==> config.mk <==
export PLATFORM = sky130hd
export DESIGN_NAME = fdpu_emit
export DESIGN_NICKNAME = d
export VERILOG_FILES = /design/src/hw/rtl/fdpu_pkg.sv /design/src/hw/rtl/fdpu_emit.sv
export SDC_FILE = /design/constraint.sdc
export NUM_CORES = 1
export LEC_CHECK = 0
export BUFFER_PORTS_ARGS = -buffer_cell sky130_fd_sc_hd__clkbuf_2
export CAP_MARGIN = 20
export CORE_MARGIN = 2
export CORE_UTILIZATION = 43
export DETAILED_ROUTE_END_ITERATION = 6
export PLACE_DENSITY = 0.73
export SLEW_MARGIN = 30
export SYNTH_ARGS = -nofsm -noshare
export SYNTH_HDL_FRONTEND = slang
export SYNTH_SLANG_ARGS = --single-unit
==> constraint.sdc <==
create_clock -name aclk -period 3 [get_ports aclk]
set_input_delay 0.45 -clock aclk [delete_from_list [all_inputs] [get_ports aclk]]
set_output_delay 0.45 -clock aclk [all_outputs]
set_load 0.1 [all_outputs]
==> src/hw/rtl/fdpu_pkg.sv <==
// Shared types, constants and codes for the frame delta updater.
package fdpu_pkg;

    localparam int MAX_WIDTH  = 64;
    localparam int MAX_HEIGHT = 32;

    localparam int COL_W  = $clog2(MAX_WIDTH);
    localparam int ROW_W  = $clog2(MAX_HEIGHT);
    localparam int ADDR_W = COL_W + ROW_W;

    localparam int COLOR_W   = 32;
    localparam int PEND_W    = COLOR_W + 1;
    localparam int CFG_ADDR_W = 4;

    localparam logic [6:0] MAX_W_CFG = 7'(MAX_WIDTH);
    localparam logic [6:0] MAX_H_CFG = 7'(MAX_HEIGHT);
    localparam logic [COL_W-1:0] LAST_COL = COL_W'(MAX_WIDTH - 1);

    localparam logic [6:0]  WIDTH_RESET  = 7'd64;
    localparam logic [5:0]  HEIGHT_RESET = 6'd32;
    localparam logic [31:0] BLANK_RESET  = 32'd0;

    localparam logic FUNC_WRITE  = 1'b0;
    localparam logic FUNC_COMMIT = 1'b1;

    typedef enum logic [1:0] {
        REG_ACTIVE_WIDTH  = 2'd0,
        REG_ACTIVE_HEIGHT = 2'd1,
        REG_BLANK_COLOR   = 2'd2,
        REG_UNUSED        = 2'd3
    } cfg_reg_t;

    typedef enum logic [1:0] {
        ST_CLEAR,
        ST_IDLE,
        ST_SCAN,
        ST_FLUSH
    } state_t;

    typedef struct packed {
        logic       func;
        logic [6:0] x_coord;
        logic [5:0] y_coord;
        logic [7:0] red_in;
        logic [7:0] green_in;
        logic [7:0] blue_in;
        logic [7:0] alpha_in;
        logic       clear_previous;
    } in_item_t;

    typedef struct packed {
        logic [5:0] x_out;
        logic [4:0] y_out;
        logic [7:0] red_out;
        logic [7:0] green_out;
        logic [7:0] blue_out;
        logic [7:0] alpha_out;
        logic       last_change;
    } out_item_t;

    typedef struct packed {
        logic      push;
        logic      flush;
        out_item_t item;
    } emit_ctl_t;

    typedef struct packed {
        logic can_push;
        logic hold_empty;
    } emit_sts_t;

endpackage

==> src/hw/rtl/fdpu_emit.sv <==
// Result hold stage and output register; marks the final change of a row.
module fdpu_emit import fdpu_pkg::*; (
    input  logic      aclk,
    input  logic      aresetn,
    input  emit_ctl_t ctl,
    output emit_sts_t sts,
    output logic      m_valid,
    input  logic      m_ready,
    output out_item_t m_data
);

    logic      hold_vld_reg, hold_vld_next;
    out_item_t hold_reg, hold_next;
    logic      out_vld_reg, out_vld_next;
    out_item_t out_reg, out_next;
    logic      out_free;

    // a change waits in hold until we know whether another one follows
    assign out_free     = !out_vld_reg || m_ready;
    assign sts.can_push = !hold_vld_reg || out_free;
    assign sts.hold_empty = !hold_vld_reg;

    always_comb begin
        hold_vld_next = hold_vld_reg;
        hold_next     = hold_reg;
        out_vld_next  = out_vld_reg && !m_ready;
        out_next      = out_reg;
        if (ctl.push && sts.can_push) begin
            if (hold_vld_reg) begin
                out_vld_next = 1'b1;
                out_next     = hold_reg;
                out_next.last_change = 1'b0;
            end
            hold_vld_next = 1'b1;
            hold_next     = ctl.item;
        end else if (ctl.flush && hold_vld_reg && out_free) begin
            out_vld_next  = 1'b1;
            out_next      = hold_reg;
            out_next.last_change = 1'b1;
            hold_vld_next = 1'b0;
        end
    end

    always_ff @(posedge aclk) begin
        if (!aresetn) begin
            hold_vld_reg <= 1'b0;
            out_vld_reg  <= 1'b0;
        end else begin
            hold_vld_reg <= hold_vld_next;
            out_vld_reg  <= out_vld_next;
        end
        hold_reg <= hold_next;
        out_reg  <= out_next;
    end

    assign m_valid = out_vld_reg;
    assign m_data  = out_reg;

    a_no_push_flush: assert property (@(posedge aclk) disable iff (!aresetn)
        !(ctl.push && ctl.flush))
        else $error("push and flush requested together");

    a_flush_is_last: assert property (@(posedge aclk) disable iff (!aresetn)
        (ctl.flush && hold_vld_reg && out_free) |=> (out_vld_reg && out_reg.last_change))
        else $error("flushed change not marked last");

    a_push_not_last: assert property (@(posedge aclk) disable iff (!aresetn)
        (ctl.push && hold_vld_reg && out_free) |=> !out_reg.last_change)
        else $error("change followed by another marked last");

endmodule

==> results of run 1 <==
==> area by class of cell <==
cell class	instances	area (sq um)
multi-input cells	9	63.8
flip-flops and latches	89	2650
clock buffers	11	131
clock inverters	5	33.8
repair buffers	96	485
well taps	75	93.8
fillers	496	2560
inverters	2	7.51
==> logic make-up (layout without fill, tap and decap cells) <==
family | Yosys count | in the layout | share of synthesized area
AOI/OAI and AO/OA | 4 | 4 | 0.00876
buffers and inverters | 2 | 114 | 0.00277
DFF | 89 | 89 | 0.977
and+or+nand+nor | 5 | 5 | 0.0111
==> Yosys cell counts <==
master                     number  area, sq um
sky130_fd_sc_hd__edfxtp_1      87         2610
sky130_fd_sc_hd__a21boi_1       1         7.51
sky130_fd_sc_hd__nand2b_1       1         6.26
sky130_fd_sc_hd__a31oi_1        1         6.26
sky130_fd_sc_hd__o21ai_1        2         10.0
sky130_fd_sc_hd__nor2b_1        1         6.26
sky130_fd_sc_hd__and2_1         1         6.26
sky130_fd_sc_hd__nand2_1        1         3.75
sky130_fd_sc_hd__nand3b_1       1         7.51
sky130_fd_sc_hd__inv_1          2         7.51
sky130_fd_sc_hd__dfxtp_1        2         40.0
==> where the power goes <==
part / switching [W] / internal [W] / total [W]
clock network: 0.000381 / 0.000299 / 0.000680
registers: 0.0000165 / 0.00144 / 0.00146
logic: 0.000250 / 0.0000443 / 0.000295
total: 0.000648 / 0.00178 / 0.00243
==> worst max-delay path by stage <==
stage                 start      endpoint  slack [ns]  depth (start not counted)
2_1_floorplan       m_valid  hold_reg[10]        0.10                          2
3_3_place_gp        ctl[45]    m_data[33]        1.26                          4
3_5_place_dp        m_ready    m_data[36]        1.18                          4
4_1_cts        hold_vld_reg        sts[1]        1.23                          2
5_1_grt        hold_vld_reg        sts[1]        1.19                          2
6_report       hold_vld_reg        sts[1]        1.25                          2
==> layout by cell type, fill, tap and decap left out <==
cell and instances:
sky130_fd_sc_hd__a21boi_1 1, sky130_fd_sc_hd__clkinv_4 1, sky130_fd_sc_hd__clkbuf_1 2, sky130_fd_sc_hd__and2_4 1, sky130_fd_sc_hd__nand3b_1 1, sky130_fd_sc_hd__clkbuf_8 9, sky130_fd_sc_hd__buf_4 2, sky130_fd_sc_hd__edfxtp_1 87
sky130_fd_sc_hd__nor2b_4 1, sky130_fd_sc_hd__dfxtp_1 2, sky130_fd_sc_hd__clkinv_2 2, sky130_fd_sc_hd__nand2b_1 1, sky130_fd_sc_hd__inv_1 2, sky130_fd_sc_hd__nand2_1 1, sky130_fd_sc_hd__clkinvlp_4 2, sky130_fd_sc_hd__a31oi_1 1
sky130_fd_sc_hd__o21ai_1 2, sky130_fd_sc_hd__clkbuf_2 94
==> per-layer routing <==
layer	vias up	global-route usage	wire length (um)
met5	-	0	0
met4	0	0.0968	158
met3	14	0.0636	462
met2	64	0.203	2110
met1	595	0.133	1420
li1	611	-	-
==> critical path, delay by kind of cell (launching register included) <==
family | cells | cell delay, ns
buffers and inverters | 1 | 0.47
flip-flops | 1 | 0.35
AND/OR/NAND/NOR | 1 | 0.14
==> per-stage QoR <==
step           instances  area (sq um)  hold WS [ns]  total power [W]
6_report             287          3470         0.270          0.00243
5_1_grt              287          3470         0.248          0.00253
4_1_cts              287          3470         0.247          0.00247
3_5_place_dp         271          3300         0.405          0.00178
3_3_place_gp         271          3300         0.400          0.00177
2_1_floorplan        100          2720         0.400          0.00171
==> results.txt, run 1 <==
----------------------------------------------------
[Status]
  Result of the run ... completed

[Clock tree]
  CTS Hold Bufs ... 0
  Number of H-tree branching levels ... 3
  TritonCTS clock tree ... built
  Buffer depth of the longest clock path ... 2
  Setup bufs post-CTS ... 0
  Later-pin clock latency in the skew report ... 0.34 ns
  Post-cts sizing count ... 0
  Worst-path clk slew ... 0.08 ns
  Number of buffers added by the clock tree synthesis step ... 9
  Sink Count ... 89
  Root Driver ... sky130_fd_sc_hd__clkbuf_8

[Synth]
  Synth Warn # ... 0
  Share of synthesized area occupied by flip-flops and latches ... 0.977
  Number of synthesized register bits ... 89
  Area of the mapped netlist ... 0.00271 sq mm
  Syn Area/Cell ... 27.1 sq um
  Synthesized netlist cell count ... 100
  Distinct cell type count after synthesis ... 11
  Net count after synthesis ... 149

[Power and ir drop]
  Worst voltage drop across the vdd grid ... 0.421 mV
  Cell Pwr Density ... 701 mW/mm^2
  Leakage power ... 1.36 nW

[Route]
  Number of remaining DRC errors ... 0
  DRT iter0 DRCs ... 64
  Mean number of vias per cell ... 4.47
  Total number of vias ... 1284
  Router iterations before antenna repair ... 4
  Antenna Violating Nets Remaining ... 0
  Routed Wire Length ... 4.16 mm
  Final routed wire length divided by cell count ... 14.5 um

[GRT]
  Total global routing overflow ... 0
  Vias in the first global route ... 1357
  Global-route wire length before repair ... 6.53 mm
  Pin count of the biggest net entering global routing ... 44
  Initial antenna violation count ... 0
  All-Layer GR Usage ... 0.129

[Finish]
  Antenna cells ... 0
  Largest register FFs ... 44
  Final core utilization ... 0.576
  Final-stage net count ... 256
  Share of cells above drive strength 1 ... 0.528
  P&R area growth vs syn ... 27.8%

[Placement]
  Estimated wirelength of the detail-placed design ... 2.97 mm
  Pre-CTS setup slack ... 1.18 ns
  Count of port buffers added during placement ... 94
  Final GP Congestion ... 0.657

[Floorplanning]
  Horizontal die dimension ... 83.4 um
  Die height ... 83.4 um
  Number of primary I/O pins ... 96
  Die Area ... 0.00696 sq mm
  Row count ... 28
  Placeable Area ... 0.00603 sq mm
  Initial cell density of the core ... 0.450

[Job]
  Maximum Capacitance Violations ... 0

[Worst setup path]
  Worst reg2reg path startpoint ... hold_vld_reg
  Flop-to-flop setup slack ... 1.42 ns
  Worst r2r path cells ... 3
  CP Data Required Time ... 2.55 ns
  Kind of end point of the critical path ... primary output
  Endpoint of the lowest-slack register-to-register path ... m_data[1]
  Crit-path max cell delay ... 0.47 ns
  Critical path data arrival time ... 1.30 ns
  Cell type of the slowest stage on the worst timing path ... sky130_fd_sc_hd__clkbuf_2
  Peak fanout along the critical path ... 4
  List of cells traversed by the critical path ... nand3b_1 -> clkbuf_2
  Critical path startpoint category ... register
  Critical path class ... register to primary output

[Timing]
  Endpoints failing hold ... 0
  Final cycle utilization of the critical path ... 0.584
  Max Freq ... 0.570 GHz
  Fin Clk Skew ... 0.00922 ns
  Transition time at the pin with the least slew margin ... 0.577 ns
  Final setup TNS ... 0 ns
  Clock period minus worst slack ... 1.75 ns
  Setup violation total in the final timing report ... 0
  Worst slew slack as a fraction of its limit ... 0.617
  RSZ-0062 raised after global routing ... no
  Worst setup margin ... 1.25 ns
  Fin. max-slew vios ... 0

[Hold path]
  Hold Crit Depth ... 1
  Endpoint, Worst Hold ... hold_reg[15]
  Worst min-delay path class ... input port to register
  Hold_sp ... ctl[15]

----------------------------------------------------
No activity file was read; power rests on OpenSTA's default activity.
==> inputs of run 2 (changes only) <==
--- a/config.mk
+++ b/config.mk
@@ -8,9 +8,9 @@
 export BUFFER_PORTS_ARGS = -buffer_cell sky130_fd_sc_hd__clkbuf_2
 export CAP_MARGIN = 20
 export CORE_MARGIN = 2
-export CORE_UTILIZATION = 43
+export CORE_UTILIZATION = 48
 export DETAILED_ROUTE_END_ITERATION = 6
-export PLACE_DENSITY = 0.73
+export PLACE_DENSITY = 0.77
 export SLEW_MARGIN = 30
 export SYNTH_ARGS = -nofsm -noshare
 export SYNTH_HDL_FRONTEND = slang
==> constraint.sdc (replaced) <==
create_clock -name aclk -period 1.7 [get_ports aclk]
set_input_delay 0.255 -clock aclk [delete_from_list [all_inputs] [get_ports aclk]]
set_output_delay 0.255 -clock aclk [all_outputs]
set_load 0.1 [all_outputs]
==> results.txt, run 2 (synthesis gave the netlist of run 1 again) <==
----------------------------------------------------
[Status]
  Result of the run ... completed

[Floorplanning]
  Die Area ... 0.00627 sq mm
  Placeable Area ... 0.00547 sq mm
  Row count ... 27
  Die height ... 79.2 um
  Initial cell density of the core ... 0.496
  Horizontal die dimension ... 79.2 um
  Number of primary I/O pins ... 96

[Worst setup path]
  Worst reg2reg path startpoint ... hold_vld_reg
  Critical path data arrival time ... 1.29 ns
  Kind of end point of the critical path ... primary output
  Critical path class ... register to primary output
  List of cells traversed by the critical path ... nand3b_1 -> clkbuf_2
  Critical path startpoint category ... register
  Flop-to-flop setup slack ... 0.39 ns
  Peak fanout along the critical path ... 4
  Cell type of the slowest stage on the worst timing path ... sky130_fd_sc_hd__clkbuf_2
  CP Data Required Time ... 1.44 ns
  Endpoint of the lowest-slack register-to-register path ... hold_reg[30]
  Worst r2r path cells ... 3
  Crit-path max cell delay ... 0.48 ns

[Timing]
  RSZ-0062 raised after global routing ... no
  Worst slew slack as a fraction of its limit ... 0.614
  Fin Clk Skew ... 0.00689 ns
  Max Freq ... 0.647 GHz
  Transition time at the pin with the least slew margin ... 0.581 ns
  Clock period minus worst slack ... 1.55 ns
  Setup violation total in the final timing report ... 0
  Endpoints failing hold ... 0
  Final setup TNS ... 0 ns
  Post-route worst hold slack ... 0.0889 ns
  Final cycle utilization of the critical path ... 0.909
  Fin. max-slew vios ... 0

[Clock tree]
  TritonCTS clock tree ... built
  CTS Hold Bufs ... 0
  Number of buffers added by the clock tree synthesis step ... 9
  Later-pin clock latency in the skew report ... 0.34 ns
  Setup bufs post-CTS ... 0
  Buffer depth of the longest clock path ... 2
  Number of H-tree branching levels ... 3
  Sink Count ... 89
  Post-cts sizing count ... 0
  Root Driver ... sky130_fd_sc_hd__clkbuf_8
  Worst-path clk slew ... 0.08 ns

[GRT]
  Total global routing overflow ... 0
  Initial antenna violation count ... 0
  Vias in the first global route ... 1284
  Pin count of the biggest net entering global routing ... 45
  Global-route wire length before repair ... 6.03 mm
  All-Layer GR Usage ... 0.136

[Finish]
  Area occupied by registers ... 0.00266 sq mm
  Largest register FFs ... 44
  Final-stage net count ... 256
  Non-filler cells, final ... 283
  Share of cells above drive strength 1 ... 0.531
  Layout filler cell count ... 416
  P&R area growth vs syn ... 28.5%
  Area of the multi-input gates ... 63.8 sq um
  Commonest non-fill, non-tap cells in the layout ... 94 x sky130_fd_sc_hd__clkbuf_2, 87 x sky130_fd_sc_hd__edfxtp_1, 9 x sky130_fd_sc_hd__clkbuf_8
  Antenna cells ... 0
  Most common cell after layout, fill and taps aside ... sky130_fd_sc_hd__clkbuf_2

[Route]
  Final routed wire length divided by cell count ... 14.4 um
  Routed Wire Length ... 4.07 mm
  Total number of vias ... 1272
  DRT iter0 DRCs ... 96
  Mean number of vias per cell ... 4.49
  Number of remaining DRC errors ... 0
  Antenna Violating Nets Remaining ... 0
  Router iterations before antenna repair ... 6

[Placement]
  Count of port buffers added during placement ... 94
  Final GP Congestion ... 0.681
  Cell count after placement ... 268
  Estimated wirelength of the detail-placed design ... 2.90 mm

[Power and ir drop]
  Leakage power ... 1.36 nW
  Cell Pwr Density ... 1230 mW/mm^2
  Worst voltage drop across the vdd grid ... 0.638 mV
  Design Power ... 0.00427 W

[Hold path]
  Hold_sp ... ctl[29]
  Hold Crit Depth ... 1
  Endpoint, Worst Hold ... hold_reg[29]
  Worst min-delay path class ... input port to register

[Job]
  Maximum Capacitance Violations ... 0

----------------------------------------------------
run 2: changes by cell type in the layout (fill, tap and decap cells not counted):
cell                       previous run  this run
sky130_fd_sc_hd__buf_12               0         2
sky130_fd_sc_hd__buf_4                2         0
sky130_fd_sc_hd__clkbuf_1             2         1
sky130_fd_sc_hd__clkinv_1             0         1
sky130_fd_sc_hd__clkinv_2             2         1
sky130_fd_sc_hd__clkinv_4             1         0
sky130_fd_sc_hd__dfxtp_1              2         1
sky130_fd_sc_hd__dfxtp_4              0         1
sky130_fd_sc_hd__inv_6                0         1
run 2: metal layers:
metal	up-vias	routed length, um	global-route usage
met5	-	0	0
met2	71	1900	0.207
met4	0	77	0.0776
met3	10	303	0.0477
met1	578	1790	0.172
li1	613	-	-
run 2: worst max path at each step:
stage | from | to | slack, ns | cells after the start
4_1_cts | hold_vld_reg | sts[1] | 0.12 | 2
5_1_grt | hold_vld_reg | sts[1] | 0.1 | 2
2_1_floorplan | m_valid | hold_reg[10] | -0.55 | 2
6_report | hold_vld_reg | sts[1] | 0.15 | 2
3_3_place_gp | m_ready | hold_reg[35] | 0.40 | 4
3_5_place_dp | m_ready | hold_reg[30] | 0.37 | 4
run 2: layout make-up:
class / count / area share
clock buffers: 10 / 0.0366
clock inverters: 5 / 0.00933
flip-flops and latches: 89 / 0.761
multi-input cells: 9 / 0.0183
well taps: 72 / 0.0258
inverters: 2 / 0.00215
repair buffers: 96 / 0.146
run 2: report_power, final:
part	leakage (nW)	switching, W	internal (W)	total [W]
registers	0.845	0.0000287	0.00254	0.00257
logic	0.444	0.000443	0.0000857	0.000528
clock network	0.0762	0.000658	0.000520	0.00118
total	1.36	0.00113	0.00314	0.00427
run 2: worst max-delay path, delay by kind of cell, from the launching register on:
kind                   cells  cell delay [ns]
buffers and inverters      1             0.48
flip-flops                 1             0.34
AND/OR/NAND/NOR            1             0.13
run 2: metrics by stage:
stage | instance area, sq um | setup slack [ns] | utilization
after floorplan | 2730 | -0.546 | -
after global placement | 3330 | 0.405 | 0.608
after detailed placement | 3330 | 0.370 | 0.608
after CTS | 3490 | 0.122 | 0.637
after global routing | 3490 | 0.0957 | 0.637
final | 3490 | 0.154 | 0.637
==> inputs of run 3 (changes only) <==
--- a/config.mk
+++ b/config.mk
@@ -11,6 +11,7 @@
 export CORE_UTILIZATION = 48
 export DETAILED_ROUTE_END_ITERATION = 6
 export PLACE_DENSITY = 0.77
+export SETUP_SLACK_MARGIN = 0.3
 export SLEW_MARGIN = 30
 export SYNTH_ARGS = -nofsm -noshare
 export SYNTH_HDL_FRONTEND = slang
==> results.txt, run 3 (synthesis gave the netlist of run 1 again) <==
----------------------------------------------------
[Finish]
  Most common cell after layout, fill and taps aside ... sky130_fd_sc_hd__edfxtp_1
  Largest register FFs ... 44
  Antenna cells ... 0
  Share of cells above drive strength 1 ... 0.531
  P&R area growth vs syn ... 30.7%
  Commonest non-fill, non-tap cells in the layout ... 87 x sky130_fd_sc_hd__edfxtp_1, 52 x sky130_fd_sc_hd__clkbuf_2, 21 x sky130_fd_sc_hd__clkbuf_4
  Non-filler cells, final ... 283
  Final-stage net count ... 256

[GRT]
  Global-route met3 utilization ... 0.0545
  All-Layer GR Usage ... 0.137
  Initial antenna violation count ... 0
  Met1 GRT Util ... 0.168
  Vias in the first global route ... 1282
  Global-route wire length before repair ... 6.07 mm
  Gr busiest metal ... met2
  Global Route met2 Usage ... 0.208
  Pin count of the biggest net entering global routing ... 45
  Total global routing overflow ... 0

[Route]
  Final routed wire length divided by cell count ... 14.3 um
  Total number of vias ... 1269
  Antenna Violating Nets Remaining ... 0
  Number of remaining DRC errors ... 0
  Mean number of vias per cell ... 4.48
  DRT iter0 DRCs ... 91
  Routed Wire Length ... 4.06 mm
  Router iterations before antenna repair ... 4

[Power and ir drop]
  Cell Pwr Density ... 1210 mW/mm^2
  Fraction of power consumed by the clock network ... 0.275
  Cell internal pwr ... 0.00316 W
  Switching fraction of total power ... 0.264
  Power share of the combinational group ... 0.126
  Leakage power ... 1.37 nW
  Worst voltage drop across the vdd grid ... 0.637 mV
  Design Power ... 0.00429 W
  Sw power ... 0.00113 W
  Register share of total power ... 0.599

[Clock tree]
  Root Driver ... sky130_fd_sc_hd__clkbuf_8
  Worst-path clk slew ... 0.08 ns
  Number of H-tree branching levels ... 3
  Number of buffers added by the clock tree synthesis step ... 9
  Buffer depth of the longest clock path ... 2
  Sink Count ... 89
  Setup bufs post-CTS ... 0
  TritonCTS clock tree ... built
  Later-pin clock latency in the skew report ... 0.34 ns

[Worst setup path]
  Critical path data arrival time ... 1.11 ns
  Kind of end point of the critical path ... primary output
  CP Data Required Time ... 1.44 ns
  Peak fanout along the critical path ... 1
  Critical path startpoint category ... register
  List of cells traversed by the critical path ... clkbuf_2
  Family of cells with the greatest summed delay on the critical path ... buffers and inverters
  Critical path class ... register to primary output
  Buf+Inv Stages, Crit Path ... 1
  Cell type of the slowest stage on the worst timing path ... sky130_fd_sc_hd__clkbuf_2
  Crit-path max cell delay ... 0.45 ns

[Floorplanning]
  Number of primary I/O pins ... 96
  Horizontal die dimension ... 79.2 um
  Row count ... 27
  Die Area ... 0.00627 sq mm
  Placeable Area ... 0.00547 sq mm
  Initial cell density of the core ... 0.496
  Die height ... 79.2 um

[Placement]
  Pre-CTS setup slack ... 0.370 ns
  Count of port buffers added during placement ... 94
  Cell count after placement ... 268
  Final GP Congestion ... 0.681
  Estimated wirelength of the detail-placed design ... 2.90 mm

[Timing]
  Transition time at the pin with the least slew margin ... 0.539 ns
  Worst slew slack as a fraction of its limit ... 0.642
  Max Freq ... 0.732 GHz
  RSZ-0062 raised after global routing ... yes
  Fin. max-slew vios ... 0
  Final cycle utilization of the critical path ... 0.804
  Worst setup margin ... 0.333 ns
  Clock period minus worst slack ... 1.37 ns
  Fin Clk Skew ... 0.00824 ns
  Endpoints failing hold ... 0
  Post-route worst hold slack ... 0.0867 ns
  Setup violation total in the final timing report ... 0

[Status]
  Result of the run ... completed

[Job]
  Maximum Capacitance Violations ... 0

[Hold path]
  Worst min-delay path class ... input port to register

----------------------------------------------------
## run 3: what timing repair did
item	CTS	global route
hold buffers	0	0
gates resized for setup	22	22
pin swaps	0	0
hold endpoints to repair	0	0
setup endpoints to repair	22	21
## run 3: area by class of cell
class	count	area, sq um
clock buffer	10	128
clock inverter	5	32.5
sequential	89	2660
multi-input combinational	9	63.8
inverter	2	7.51
tap	72	90.1
fill	403	1930
timing repair buffer	96	569
## run 3: worst paths after layout
path                                     end          from  slack (ns)  depth (start not counted)
worst max register to register  hold_reg[30]  hold_vld_reg        0.37                          3
worst min register to register    m_data[30]  hold_reg[30]        0.42                          0
worst min-delay path            hold_reg[27]       ctl[27]        0.09                          1
worst max-delay path              m_data[10]    m_data[10]        0.33                          1
## run 3: through the flow
stage / area (sq um) / TNS (ns) / utilization
after detailed placement: 3330 / 0 / 0.608
after floorplan: 2730 / -23.88 / -
final: 3550 / 0 / 0.648
after global placement: 3330 / 0 / 0.608
after CTS: 3540 / 0 / 0.647
after global routing: 3550 / 0 / 0.648
## run 3: per-layer routing
metal	up-vias	part of all wire
met5	-	0
li1	611	-
met1	572	0.42
met4	0	0.023
met2	74	0.46
met3	12	0.091
## run 3: power groups by stage
stage	combinational (W)	clock [W]	sequential (W)
3_3_place_gp	0.000526	0	0.00261
3_5_place_dp	0.000533	0	0.00262
4_1_cts	0.000544	0.00122	0.00257
5_1_grt	0.000562	0.00132	0.00257
2_1_floorplan	0.0000596	0	0.00296
6_report	0.000541	0.00118	0.00257
